`config.mk`:
```
export PLATFORM = sky130hd
export DESIGN_NAME = goertzel_harmonic_bins
export DESIGN_NICKNAME = d
export VERILOG_FILES = /design/src/rtl/gzb_pkg.sv /design/src/rtl/goertzel_harmonic_bins.sv /design/src/rtl/gzb_mul.sv /design/src/rtl/gzb_acc.sv
export SDC_FILE = /design/constraint.sdc
export NUM_CORES = 2
export LEC_CHECK = 0
export BUFFER_PORTS_ARGS = -buffer_cell sky130_fd_sc_hd__buf_2
export CORE_MARGIN = 4
export CORE_UTILIZATION = 25
export CTS_CLUSTER_DIAMETER = 100
export DETAILED_ROUTE_END_ITERATION = 6
export GPL_ROUTABILITY_DRIVEN = 0
export GPL_TIMING_DRIVEN = 0
export MAX_ROUTING_LAYER = met4
export PLACE_DENSITY_LB_ADDON = 0.2
export SLEW_MARGIN = 20
export SYNTH_ARGS = -nofsm -noshare
export SYNTH_HDL_FRONTEND = slang
export SYNTH_SLANG_ARGS = --single-unit
```
`constraint.sdc`:
```
create_clock -name clock -period 15.55 [get_ports clock]
set_clock_uncertainty 0.1 [all_clocks]
set_input_delay 0.7775 -clock clock [delete_from_list [all_inputs] [get_ports clock]]
set_output_delay 0.7775 -clock clock [all_outputs]
set_load 0.02 [all_outputs]
```
`src/rtl/gzb_pkg.sv`:
```
// Shared types, constants and the power step schedule of the harmonic bin detector.
`timescale 1ns / 1ps

package gzb_pkg;

   localparam int SAMPLE_W   = 16;
   localparam int COEF_W     = 16;
   localparam int DLY_W      = 40;
   localparam int BIN_W      = 3;
   localparam int POWER_W    = 48;
   localparam int NUM_REGS   = 6;
   localparam int REG_IDX_W  = 3;
   localparam int FRAC       = 14;
   localparam int DIG_W      = 16;
   localparam int MUL_A_W    = DIG_W + 1;
   localparam int MUL_B_W    = DLY_W + 1;
   localparam int PROD_W     = MUL_A_W + MUL_B_W;
   localparam int PVAL_W     = COEF_W + DLY_W;
   localparam int WIDE_W     = 64;
   localparam int ACC_W      = 104;
   localparam int SUM_W      = DLY_W + 6;
   localparam int PWR_STEPS  = 11;
   localparam int STEP_W     = 4;
   localparam int SHIFT_W    = 6;
   localparam int RSP_DATA_W = 56;

   localparam logic signed [COEF_W-1:0] COEF_RESET [NUM_REGS] = '{
      16'sd32610, 16'sd32138, 16'sd31357, 16'sd30274, 16'sd28899, 16'sd27246
   };

   typedef enum logic [1:0] {
      ACC_NONE,
      ACC_LOADP,
      ACC_ADD,
      ACC_SUB
   } acc_mode_type;

   typedef struct packed {
      acc_mode_type         mode;
      logic [SHIFT_W-1:0]   shift;
   } acc_ctl_type;

   typedef enum logic [1:0] {
      SRC_COEF,
      SRC_Q1,
      SRC_Q2,
      SRC_P
   } opnd_src_type;

   typedef struct packed {
      opnd_src_type a_src;
      logic [1:0]   digit;
      logic         a_top;
      logic         b_is_q2;
      acc_ctl_type  ctl;
   } pwr_step_type;

   // Schedule of one bin's power: first P = coef * q1, then the two squares scaled
   // by 2^14 digit by digit, then P * q2 subtracted digit by digit.
   function automatic pwr_step_type pwr_step(input logic [STEP_W-1:0] step);
      pwr_step_type s;
      s = '0;
      unique case (step)
         4'd0: s = '{SRC_COEF, 2'd0, 1'b1, 1'b0, '{ACC_LOADP, 6'd0}};
         4'd1: s = '{SRC_Q1,   2'd0, 1'b0, 1'b0, '{ACC_ADD,   6'd14}};
         4'd2: s = '{SRC_Q1,   2'd1, 1'b0, 1'b0, '{ACC_ADD,   6'd30}};
         4'd3: s = '{SRC_Q1,   2'd2, 1'b1, 1'b0, '{ACC_ADD,   6'd46}};
         4'd4: s = '{SRC_Q2,   2'd0, 1'b0, 1'b1, '{ACC_ADD,   6'd14}};
         4'd5: s = '{SRC_Q2,   2'd1, 1'b0, 1'b1, '{ACC_ADD,   6'd30}};
         4'd6: s = '{SRC_Q2,   2'd2, 1'b1, 1'b1, '{ACC_ADD,   6'd46}};
         4'd7: s = '{SRC_P,    2'd0, 1'b0, 1'b1, '{ACC_SUB,   6'd0}};
         4'd8: s = '{SRC_P,    2'd1, 1'b0, 1'b1, '{ACC_SUB,   6'd16}};
         4'd9: s = '{SRC_P,    2'd2, 1'b0, 1'b1, '{ACC_SUB,   6'd32}};
         4'd10: s = '{SRC_P,   2'd3, 1'b1, 1'b1, '{ACC_SUB,   6'd48}};
         default: s = '{SRC_COEF, 2'd0, 1'b1, 1'b0, '{ACC_NONE, 6'd0}};
      endcase
      return s;
   endfunction

endpackage

```
`src/rtl/goertzel_harmonic_bins.sv`:
```
// A sample is taken in the idle state and then runs through the recurrence, where the
// shared multiplier serves one bin per cycle; no new sample is taken before the last
// bin's write back. The last sample of a block is followed by the power phase: eleven
// multiplies per bin through the same multiplier, one drain and one output load, which
// waits on an output stall. Reset clears the delay lines, sample count and output valid,
// and restores the six coefficient registers to their default harmonic values.
`timescale 1ns / 1ps

module goertzel_harmonic_bins
   import gzb_pkg::*;
#(
   parameter int BLOCK_LEN = 64,
   parameter int NUM_BINS  = 6
) (
   input  logic                   clock,
   input  logic                   reset,
   // Sample input. tdata: sample [15:0].
   input  logic                   req_tvalid,
   output logic                   req_tready,
   input  logic [SAMPLE_W-1:0]    req_tdata,
   // Bin power output. tdata: bin_index [2:0], power [50:3], zero pad [55:51].
   output logic                   rsp_tvalid,
   input  logic                   rsp_tready,
   output logic [RSP_DATA_W-1:0]  rsp_tdata,
   output logic                   rsp_tlast,
   // Coefficient register writes, one Q2.14 value per bin.
   input  logic                   csr_we,
   input  logic [REG_IDX_W-1:0]   csr_index,
   input  logic [COEF_W-1:0]      csr_wdata
);

   localparam int CNT_W = $clog2(BLOCK_LEN);
   localparam int IDX_W = (NUM_BINS > 1) ? $clog2(NUM_BINS) : 1;
   localparam logic [CNT_W-1:0] CNT_LAST = CNT_W'(BLOCK_LEN - 1);
   localparam logic [BIN_W-1:0] BIN_LAST = BIN_W'(NUM_BINS - 1);
   localparam logic [STEP_W-1:0] STEP_LAST = STEP_W'(PWR_STEPS - 1);
   localparam logic signed [PROD_W-1:0] RND_HALF = PROD_W'(1) <<< (FRAC - 1);
   localparam logic signed [DLY_W-1:0] DLY_MAX = {1'b0, {(DLY_W-1){1'b1}}};
   localparam logic signed [DLY_W-1:0] DLY_MIN = {1'b1, {(DLY_W-1){1'b0}}};

   typedef enum logic [2:0] {
      ST_IDLE,
      ST_REC,
      ST_PWR_MUL,
      ST_PWR_DRAIN,
      ST_PWR_OUT
   } state_type;

   // Sequencer registers.
   state_type             state_ff, state_in;
   logic [BIN_W-1:0]      bin_ff, bin_in;
   logic [BIN_W-1:0]      wb_bin_ff, wb_bin_in;
   logic                  iss_done_ff, iss_done_in;
   logic                  pend_ff, pend_in;
   logic [STEP_W-1:0]     step_ff, step_in;
   logic [CNT_W-1:0]      count_ff, count_in;
   logic signed [SAMPLE_W-1:0] x_ff, x_in;
   logic signed [DLY_W-1:0] d1_hold_ff, d1_hold_in;
   logic signed [DLY_W-1:0] d2_hold_ff, d2_hold_in;
   acc_ctl_type           acc_ctl_ff, acc_ctl_in;
   logic                  rsp_valid_ff, rsp_valid_in;
   logic [BIN_W-1:0]      bin_index_ff, bin_index_in;
   logic [POWER_W-1:0]    power_ff, power_in;
   logic                  last_ff, last_in;

   // Coefficient registers and per-bin delay lines.
   logic signed [COEF_W-1:0] coef_ff [NUM_REGS];
   logic signed [DLY_W-1:0]  dly1_ff [NUM_BINS];
   logic signed [DLY_W-1:0]  dly2_ff [NUM_BINS];

   logic                     dly_we;
   logic [IDX_W-1:0]         dly_waddr;
   logic signed [DLY_W-1:0]  dly1_wdata;
   logic signed [DLY_W-1:0]  dly2_wdata;

   // Datapath signals.
   logic [IDX_W-1:0]         rd_idx;
   logic signed [COEF_W-1:0] coef_sel;
   logic signed [DLY_W-1:0]  q1;
   logic signed [DLY_W-1:0]  q2;
   logic signed [MUL_A_W-1:0] op_a;
   logic signed [MUL_B_W-1:0] op_b;
   logic signed [PROD_W-1:0] product;
   logic signed [PVAL_W-1:0] p_value;
   logic [POWER_W-1:0]       acc_power;
   pwr_step_type             cur_step;
   logic signed [WIDE_W-1:0] a_wide;
   logic [DIG_W-1:0]         a_digit;
   logic signed [PROD_W-1:0] rnd;
   logic signed [SUM_W-1:0]  q_sum;
   logic signed [DLY_W-1:0]  q0_sat;
   logic                     out_free;

   // The delay lines are read only at the bin the sequencer points at; the write
   // back of the recurrence uses copies taken in the issue cycle.
   assign rd_idx   = bin_ff[IDX_W-1:0];
   assign q1       = dly1_ff[rd_idx];
   assign q2       = dly2_ff[rd_idx];
   assign coef_sel = (bin_ff < BIN_W'(NUM_REGS)) ? coef_ff[bin_ff] : '0;
   assign cur_step = pwr_step(step_ff);

   // Operand selection for the shared multiplier. In the power phase the first operand
   // is the coefficient or one 16-bit digit of a wide value; the top digit is signed.
   always_comb begin
      unique case (cur_step.a_src)
         SRC_COEF: a_wide = WIDE_W'(coef_sel);
         SRC_Q1:   a_wide = WIDE_W'(q1);
         SRC_Q2:   a_wide = WIDE_W'(q2);
         SRC_P:    a_wide = WIDE_W'(p_value);
         default:  a_wide = '0;
      endcase
      a_digit = a_wide[DIG_W*cur_step.digit +: DIG_W];
      if (state_ff == ST_PWR_MUL) begin
         if (cur_step.a_src == SRC_COEF) begin
            op_a = MUL_A_W'(coef_sel);
         end else if (cur_step.a_top) begin
            op_a = {a_digit[DIG_W-1], a_digit};
         end else begin
            op_a = {1'b0, a_digit};
         end
         op_b = cur_step.b_is_q2 ? MUL_B_W'(q2) : MUL_B_W'(q1);
      end else begin
         op_a = MUL_A_W'(coef_sel);
         op_b = MUL_B_W'(q1);
      end
   end

   gzb_mul u_mul (
      .clock   (clock),
      .op_a    (op_a),
      .op_b    (op_b),
      .product (product)
   );

   gzb_acc u_acc (
      .clock   (clock),
      .ctl     (acc_ctl_ff),
      .product (product),
      .p_value (p_value),
      .power   (acc_power)
   );

   // Recurrence write back: round coef * delay_one to an integer with halves going
   // up, subtract delay_two, add the sample and clamp to the 40-bit range.
   always_comb begin
      rnd   = product + RND_HALF;
      q_sum = SUM_W'($signed(rnd[PROD_W-1:FRAC])) - SUM_W'(d2_hold_ff) + SUM_W'(x_ff);
      if ((&q_sum[SUM_W-1:DLY_W-1]) || !(|q_sum[SUM_W-1:DLY_W-1])) begin
         q0_sat = q_sum[DLY_W-1:0];
      end else if (q_sum[SUM_W-1]) begin
         q0_sat = DLY_MIN;
      end else begin
         q0_sat = DLY_MAX;
      end
   end

   assign out_free = !rsp_valid_ff || rsp_tready;

   // Sequencer. A sample runs its bins through the multiplier one per cycle, each
   // bin written back in the cycle after its issue; the block's last sample is followed
   // by the power phase, one bin at a time, each result clearing that bin's delays.
   always_comb begin
      state_in     = state_ff;
      bin_in       = bin_ff;
      wb_bin_in    = wb_bin_ff;
      iss_done_in  = iss_done_ff;
      pend_in      = 1'b0;
      step_in      = step_ff;
      count_in     = count_ff;
      x_in         = x_ff;
      d1_hold_in   = d1_hold_ff;
      d2_hold_in   = d2_hold_ff;
      acc_ctl_in   = '{ACC_NONE, '0};
      rsp_valid_in = rsp_valid_ff && !rsp_tready;
      bin_index_in = bin_index_ff;
      power_in     = power_ff;
      last_in      = last_ff;
      dly_we       = 1'b0;
      dly_waddr    = wb_bin_ff[IDX_W-1:0];
      dly1_wdata   = q0_sat;
      dly2_wdata   = d1_hold_ff;

      unique case (state_ff)
         ST_IDLE: begin
            if (req_tvalid) begin
               x_in        = req_tdata;
               bin_in      = '0;
               iss_done_in = 1'b0;
               state_in    = ST_REC;
            end
         end
         ST_REC: begin
            if (!iss_done_ff) begin
               d1_hold_in = q1;
               d2_hold_in = q2;
               wb_bin_in  = bin_ff;
               pend_in    = 1'b1;
               if (bin_ff == BIN_LAST) begin
                  iss_done_in = 1'b1;
               end else begin
                  bin_in = bin_ff + 1'b1;
               end
            end
            if (pend_ff) begin
               dly_we = 1'b1;
               if (wb_bin_ff == BIN_LAST) begin
                  if (count_ff == CNT_LAST) begin
                     count_in = '0;
                     bin_in   = '0;
                     step_in  = '0;
                     state_in = ST_PWR_MUL;
                  end else begin
                     count_in = count_ff + 1'b1;
                     state_in = ST_IDLE;
                  end
               end
            end
         end
         ST_PWR_MUL: begin
            acc_ctl_in = cur_step.ctl;
            if (step_ff == STEP_LAST) begin
               state_in = ST_PWR_DRAIN;
            end else begin
               step_in = step_ff + 1'b1;
            end
         end
         ST_PWR_DRAIN: begin
            state_in = ST_PWR_OUT;
         end
         ST_PWR_OUT: begin
            if (out_free) begin
               rsp_valid_in = 1'b1;
               bin_index_in = bin_ff;
               power_in     = acc_power;
               last_in      = (bin_ff == BIN_LAST);
               dly_we       = 1'b1;
               dly_waddr    = rd_idx;
               dly1_wdata   = '0;
               dly2_wdata   = '0;
               if (bin_ff == BIN_LAST) begin
                  state_in = ST_IDLE;
               end else begin
                  bin_in   = bin_ff + 1'b1;
                  step_in  = '0;
                  state_in = ST_PWR_MUL;
               end
            end
         end
         default: begin
            state_in = ST_IDLE;
         end
      endcase
   end

   always_ff @(posedge clock) begin
      if (reset) begin
         state_ff     <= ST_IDLE;
         bin_ff       <= '0;
         wb_bin_ff    <= '0;
         iss_done_ff  <= 1'b0;
         pend_ff      <= 1'b0;
         step_ff      <= '0;
         count_ff     <= '0;
         acc_ctl_ff   <= '{ACC_NONE, '0};
         rsp_valid_ff <= 1'b0;
      end else begin
         state_ff     <= state_in;
         bin_ff       <= bin_in;
         wb_bin_ff    <= wb_bin_in;
         iss_done_ff  <= iss_done_in;
         pend_ff      <= pend_in;
         step_ff      <= step_in;
         count_ff     <= count_in;
         acc_ctl_ff   <= acc_ctl_in;
         rsp_valid_ff <= rsp_valid_in;
      end
      x_ff         <= x_in;
      d1_hold_ff   <= d1_hold_in;
      d2_hold_ff   <= d2_hold_in;
      bin_index_ff <= bin_index_in;
      power_ff     <= power_in;
      last_ff      <= last_in;
   end

   // Delay lines start from zero after reset.
   always_ff @(posedge clock) begin
      if (reset) begin
         for (int i = 0; i < NUM_BINS; i++) begin
            dly1_ff[i] <= '0;
            dly2_ff[i] <= '0;
         end
      end else if (dly_we) begin
         dly1_ff[dly_waddr] <= dly1_wdata;
         dly2_ff[dly_waddr] <= dly2_wdata;
      end
   end

   // Coefficient registers; writes to an index past the last register are dropped.
   always_ff @(posedge clock) begin
      if (reset) begin
         for (int i = 0; i < NUM_REGS; i++) begin
            coef_ff[i] <= COEF_RESET[i];
         end
      end else if (csr_we && (csr_index < REG_IDX_W'(NUM_REGS))) begin
         coef_ff[csr_index] <= csr_wdata;
      end
   end

   assign req_tready = (state_ff == ST_IDLE);
   assign rsp_tvalid = rsp_valid_ff;
   assign rsp_tdata  = {{(RSP_DATA_W-POWER_W-BIN_W){1'b0}}, power_ff, bin_index_ff};
   assign rsp_tlast  = last_ff;

   // An accepted sample leaves the block busy, so two samples are never accepted back to back.
   assert property (@(posedge clock) disable iff (reset)
      (req_tvalid && req_tready) |=> !req_tready)
      else $error("sample accepted on consecutive cycles");

   // The block marker sits only on the final bin.
   assert property (@(posedge clock) disable iff (reset)
      (rsp_tvalid && rsp_tlast) |-> (rsp_tdata[BIN_W-1:0] == BIN_LAST))
      else $error("last marker on a bin other than the final one");

   // The accumulator is driven only by steps issued in the power phase.
   assert property (@(posedge clock) disable iff (reset)
      (acc_ctl_ff.mode != ACC_NONE) |-> $past(state_ff == ST_PWR_MUL))
      else $error("accumulator step outside the power phase");

   // A new result appears only from the output load of the power phase.
   assert property (@(posedge clock) disable iff (reset)
      $rose(rsp_tvalid) |-> $past(state_ff == ST_PWR_OUT))
      else $error("result transaction raised outside the output state");

endmodule

```
`src/rtl/gzb_mul.sv`:
```
// Shared signed multiplier with a registered product.
`timescale 1ns / 1ps

module gzb_mul
   import gzb_pkg::*;
(
   input  logic                      clock,
   input  logic signed [MUL_A_W-1:0] op_a,
   input  logic signed [MUL_B_W-1:0] op_b,
   output logic signed [PROD_W-1:0]  product
);

   logic signed [PROD_W-1:0] product_ff;
   logic signed [PROD_W-1:0] product_in;

   assign product_in = PROD_W'(op_a) * PROD_W'(op_b);

   always_ff @(posedge clock) begin
      product_ff <= product_in;
   end

   assign product = product_ff;

endmodule

```
`src/rtl/gzb_acc.sv`:
```
// Wide accumulator for the bin power, with the held cross product and saturation.
`timescale 1ns / 1ps

module gzb_acc
   import gzb_pkg::*;
(
   input  logic                      clock,
   input  acc_ctl_type               ctl,
   input  logic signed [PROD_W-1:0]  product,
   output logic signed [PVAL_W-1:0]  p_value,
   output logic [POWER_W-1:0]        power
);

   logic signed [ACC_W-1:0]  acc_ff;
   logic signed [ACC_W-1:0]  acc_in;
   logic signed [PVAL_W-1:0] p_ff;
   logic signed [PVAL_W-1:0] p_in;
   logic signed [ACC_W-1:0]  term;

   assign term = ACC_W'(product) <<< ctl.shift;

   always_comb begin
      acc_in = acc_ff;
      p_in   = p_ff;
      unique case (ctl.mode)
         ACC_NONE: acc_in = acc_ff;
         ACC_LOADP: begin
            acc_in = '0;
            p_in   = product[PVAL_W-1:0];
         end
         ACC_ADD: acc_in = acc_ff + term;
         ACC_SUB: acc_in = acc_ff - term;
         default: acc_in = acc_ff;
      endcase
   end

   always_ff @(posedge clock) begin
      acc_ff <= acc_in;
      p_ff   <= p_in;
   end

   // The sum holds the power scaled by 2^14; drop the fraction and clamp.
   always_comb begin
      if (acc_ff[ACC_W-1]) begin
         power = '0;
      end else if (|acc_ff[ACC_W-2:FRAC+POWER_W]) begin
         power = '1;
      end else begin
         power = acc_ff[FRAC+POWER_W-1:FRAC];
      end
   end

   assign p_value = p_ff;

endmodule

```
======== Word-level counts from Yosys, hierarchy flattened ========
Memory sizes are Yosys's and may differ from the RTL's. A register that Yosys moved wholly into a read port is not among the register bits.
Index checks and enable logic that the tools add are counted.
storage, ports and cells
  output and inout port bits .............. 59
  logic and storage cells ................. 166
  memories kept ........................... 4
  memory bits (writable) .................. 576
  register bits after elaboration ......... 396
  bits in read-only memories .............. 208
  input port bits ......................... 40
operators by class
  multiplexer cells ....................... 76
  reduce and logical (&&, ||, !) cells .... 29
  multiply operators ...................... 1
  shift operators ......................... 2
  bitwise gates (word level) .............. 3
  eq/ne operators ......................... 22
  magnitude comparators ................... 2
  add/sub/neg operators ................... 8
memory list
  name             words  bits a word  read ports  clocked after Yosys merged registers in  write ports  line                          RTL
  dly1_ff          6      40           1           1                                        6            goertzel_harmonic_bins.sv:68  logic signed [DLY_W-1:0] dly1_ff [NUM_BINS];
  dly2_ff          6      40           1           1                                        6            goertzel_harmonic_bins.sv:69  logic signed [DLY_W-1:0] dly2_ff [NUM_BINS];
  (no name shown)  16     13           1           1                                        0            gzb_pkg.sv:63                 unique case (step)
  coef_ff          6      16           1           1                                        6            goertzel_harmonic_bins.sv:67  logic signed [COEF_W-1:0] coef_ff [NUM_REGS];
operators with widths
  cell                                            number
  two-way mux 40 bit                              8
  case mux 104 bit (3 select lines)               1
  case mux 64 bit (4 select lines)                1
  adder 104 bit                                   1
  <<< shifter 58 x 6 -> 104 bit                   1
  subtractor 104 bit                              1
  two-way mux 41 bit                              2
  OR reduction 40 bit                             2
  two-way mux 3 bit                               23
  indexed part select 64 x 7 -> 16 bit            1
  adder 58 x 15 -> 58 bit, second input constant  1
  multiplier 17 x 41 -> 58 bit                    1
  two-way mux 17 bit                              3
  two-way mux 48 bit                              1
  adder 45 x 16 -> 46 bit                         1
  subtractor 44 x 40 -> 45 bit                    1
  OR reduction 41 bit                             1
  two-way mux 16 bit                              2
  two-way mux 4 bit                               8
  two-way mux 1 bit                               19
  OR reduction 16 bit                             1
  case mux 3 bit (5 select lines)                 1
  inequality test 2 bit, second input constant    7
  AND reduction 7 bit                             2
  other kinds (30)                                53

======== Depth between registers and ports, before layout ========
  word-level depth ........................ 10
  mapped depth ............................ 38
  gate-level depth less buffers ........... 35

======== By module ========
Synthesis repeated with hierarchy kept, for this count alone.
second synthesis, totals
  cell total of the unflattened synthesis .. 8578
  area, all modules ....................... 92383.6 sq um
modules (own cells, without submodules)
  module                  cells each  area each (sq um)  instances
  goertzel_harmonic_bins  3178        45556.2            1
  gzb_mul                 2760        24840.1            1
  gzb_acc                 2640        21987.3            1

======== Least setup slack after synthesis ========
No wires, ideal clock.
  path type ............................... register -> register
  from .................................... register (tool-made name)
  to ...................................... register u_mul.product_ff[57], in the netlist u_mul.product[57]
  arrival time ............................ 9.552 ns
  path buffers ............................ 7
  data required time ...................... 15.388 ns
  cell stages (with the launch flop) ...... 37
  period minus slack after synthesis ...... 9.714 ns
  slack ................................... 5.836 ns
  library setup time ...................... 0.062 ns
  cells stage by stage .................... dfxtp_1 > buf_2 > buf_2 > buf_2 > buf_2 > buf_2 > mux4_2 > mux2_2 > a221oi_1 > nor3_1 > a21oi_1 > o22a_1 > clkbuf_1 > nor2_1 > fa_1 > fa_1 > inv_1 > fa_1 > inv_1 > fa_1 > fa_1 > inv_1 > fa_1 > inv_1 > ha_1 > clkbuf_1 > nand2_1 > nor3_1 > nand2_1 > o221a_2 > nor4_1 > nor2_1 > o31ai_1 > a41o_1 > nor3b_1 > or3_1 > nand3_1
RTL lines
  element               line           RTL
  to (signal assigned)  gzb_mul.sv:19  product_ff <= product_in;
  to (decl)             gzb_mul.sv:13  logic signed [PROD_W-1:0] product_ff;

==> out/results.tsv <==
metric	value	unit
setup slack after layout	0.899	ns
Arrival @ worst endpoint	15.18	ns
Layout Nets	9292	
max_slew headroom	18.3	%
Max IR drop VDD	0.000351	V
Antenna Nets Post-Route	0	
Power Density	245	nW/um^2
Worst Setup Path Type	reg2reg	
share of cells above drive strength 1	13.7	%
routed len/inst	25.0	um
post-synthesis async set-or-reset flop share	0	%
violations in the final reports	DRC	
Final Util	28.7	%
Die H	596	um
CP max stage delay	1.00	ns
Hold Path End	x_ff[6]$_DFFE_PP_	
Max Cap Viol	0	
Avg Inst Size Synth	10.9	um^2
drt drc	12	
Crit Reg-Reg Endpoint	u_mul.product[56]$_DFF_P_	
crit end category	flop	
post-detailed-placement half-perimeter wirelength	252000	um
Die ar.	355000	um^2
crit-path most repeated cell	fa_1	
Slowest cell on crit path	o31ai_1	
CTS tree	yes	
clk sink count	1172	
# IOs	99	
Root Driver	clkbuf_16	
Hold Fails Final Rpt	0	
period utilization	94.2	%
Seq/Total Area, Yosys	39.7	%
data required time of the worst path	16.08	ns
Most Used Layer, Global Route	met2	
TNS Setup	0	ns
Hold Path Class	in2reg	
Vias	63600	
GRT met3 Usage	3.42	%
met1 GRT Util	24.7	%
overall routing resource usage	18.3	%
r2r setup slk	0.90	ns
Synth Instances	7936	
initial antenna violation count	28	
maximum net fanout on the critical path	10	
core region area	344000	um^2
run status	finished with violations	
Syn Std Cell Area	86300	um^2
minimum clock period	14.65	ns
Max Buffers Root-to-Sink	4	
achievable frequency	68.3	MHz
Pre-antenna DRT Iters	7	
largest net degree at the start of global routing	49	
synth unique cells	99	
DRT Wirelength	324000	um
vias in the first global route	64900	
Critical Path Start Type	flop	
Num CTS Buffers	144	
worst reg-to-reg path cell count	32	
global route overflow	0	
Worst Min Path Start	req_tdata[6]	
register bit count reported by yosys	1172	
Power Total	24100	uW
Reg clk slew, reported paths	0.06	ns
first-pass GRT wire length	465000	um
CP Buf/Inv Count	11	
postcts setup bufs	0	
worst slack, placed	1.18	ns
FP Rows	215	
ys flop type	edfxtp_1	
Setup-failing EPs final	0	
Worst-Skew Late Latency	0.87	ns
met2 usage	28.6	%
RSZ-0062 raised after global routing	false	
Pleak	0.0380	uW
Syn. warnings	0	
Initial DRC Count	6006	
H-tree levels	4	
cell family with most CP delay	buffers and inverters	
port bufs	90	
Post-synth EDFFs	1076	
vias per inst	4.91	
hold depth	1	
Slew Limit Fails	0	
Die W	596	um
area growth from synthesis to layout	14.0	%
Worst Max-Slew Pin Slew	1.23	ns
starting density of the core	25.1	%
[kinds of logic (layout without fill, tap and decap cells)]
group                    count (synthesis)  after routing  share of synthesized area [%]
XOR/XNOR                               320            320                           3.25
AO/OA/AOI/OAI                         1402           1402                           9.94
flip-flops                            1172           1172                           39.7
other                                    1             45                        0.00434
buffers and inverters                 1379           1781                           6.14
AND/OR/NAND/NOR                       2223           2223                           12.1
adder cells (fa/ha/maj)                984            984                           20.3
multiplexers                           455            455                           8.59
[power breakdown]
part	switching, uW	total, uW	leakage [uW]	internal [uW]
Clock	1410	3300	0.00217	1890
Combinational	10500	16700	0.0250	6200
Sequential	353	4160	0.0109	3800
Total	12200	24100	0.0380	11900
[layer usage]
layer | up-vias | wire [um]
li1 | 28000 | -
met1 | 32900 | 143000
met2 | 2251 | 149000
met3 | 409 | 23200
met4 | 0 | 8590
met5 | - | 0
[worst max path at each step]
stage | startpoint | to | slack [ns] | cells after the start
finish | flop | u_mul.product[56]$_DFF_P_ | 0.90 | 32
global route | flop | u_mul.product[57]$_DFF_P_ | 0.38 | 32
CTS | flop | u_mul.product[57]$_DFF_P_ | 0.95 | 35
detailed placement | flop | u_mul.product[57]$_DFF_P_ | 1.18 | 35
global placement | flop | u_mul.product[57]$_DFF_P_ | 0.63 | 33
floorplan | flop | u_mul.product[57]$_DFF_P_ | 5.84 | 36
[cells in the mapped netlist, types with 182 or more instances]
cell,instances,area (um^2)
edfxtp_1,1076,32300
nor2_1,952,3570
inv_1,913,3430
fa_1,692,13900
a21oi_1,661,3310
clkbuf_1,390,1460
nand2_1,386,1450
or2_2,341,2130
ha_1,292,3650
mux4_2,216,4860
xnor2_1,186,1630
o21ai_0,182,911
[per-stage QoR]
| stage | instance area (um^2) | instances | hold slack [ns] |
|---|---|---|---|
| after floorplan | 86400 | 7972 | 0.306 |
| after global placement | 92600 | 12600 | 0.322 |
| after detailed placement | 93800 | 12700 | 0.318 |
| after CTS | 98400 | 12900 | 0.00911 |
| after global routing | 98400 | 12900 | 0.0356 |
| final | 98400 | 12900 | 0.0666 |
[state kept, by name (all words and copies together), names as in the netlist, 8 cells and up, named ones only]
name / flops
dly1_ff: 320
dly2_ff: 320
coef_ff: 128
u_acc.acc_ff: 104
u_mul.product: 58
u_acc.p_value: 56
power_ff: 48
d1_hold_ff: 40
d2_hold_ff: 40
x_ff: 16
cur_step: 8
[final cells by class]
class                      count  area (um^2)
tap                         4557         5700
buffer                       463         1870
timing repair buffer         150         1550
antenna                        8         20.0
sequential                  1172        34200
inverter                     916         3440
clock inverter                72          634
fill                       35700       245000
multi-input combinational   5421        47100
clock buffer                 180         3830
[repair_timing]
| item | 4_1_cts | 5_1_grt |
|---|---|---|
| gates resized for setup | 0 | 0 |
| endpoints found under the hold margin | 12 | 0 |
| hold buffers | 12 | 0 |
[layout by cell type, fill, tap and decap left out, types with 20 or more instances in the layout]
cell       count
a21o_1       128
a21oi_1      661
a221oi_1      48
a31oi_1       58
and2_1        76
and3_1        42
buf_1         26
buf_16        20
buf_2        121
clkbuf_1     412
clkbuf_16    147
clkinv_1      23
conb_1        37
dfxtp_1       96
edfxtp_1    1076
fa_1         692
ha_1         292
inv_1        911
mux2_2       126
mux2i_1       89
mux2i_2       23
mux4_2       216
nand2_1      386
nand2b_1      49
nand3_1       78
nand4_1       61
nor2_1       948
nor2b_1       34
nor3_1        93
nor4_1        28
o211ai_1      20
o21a_1        21
o21ai_0      182
o21bai_1      57
o31ai_1       29
or2_2        340
xnor2_1      186
xor2_1       134
Note: power is estimated with default switching activity, not from simulation.
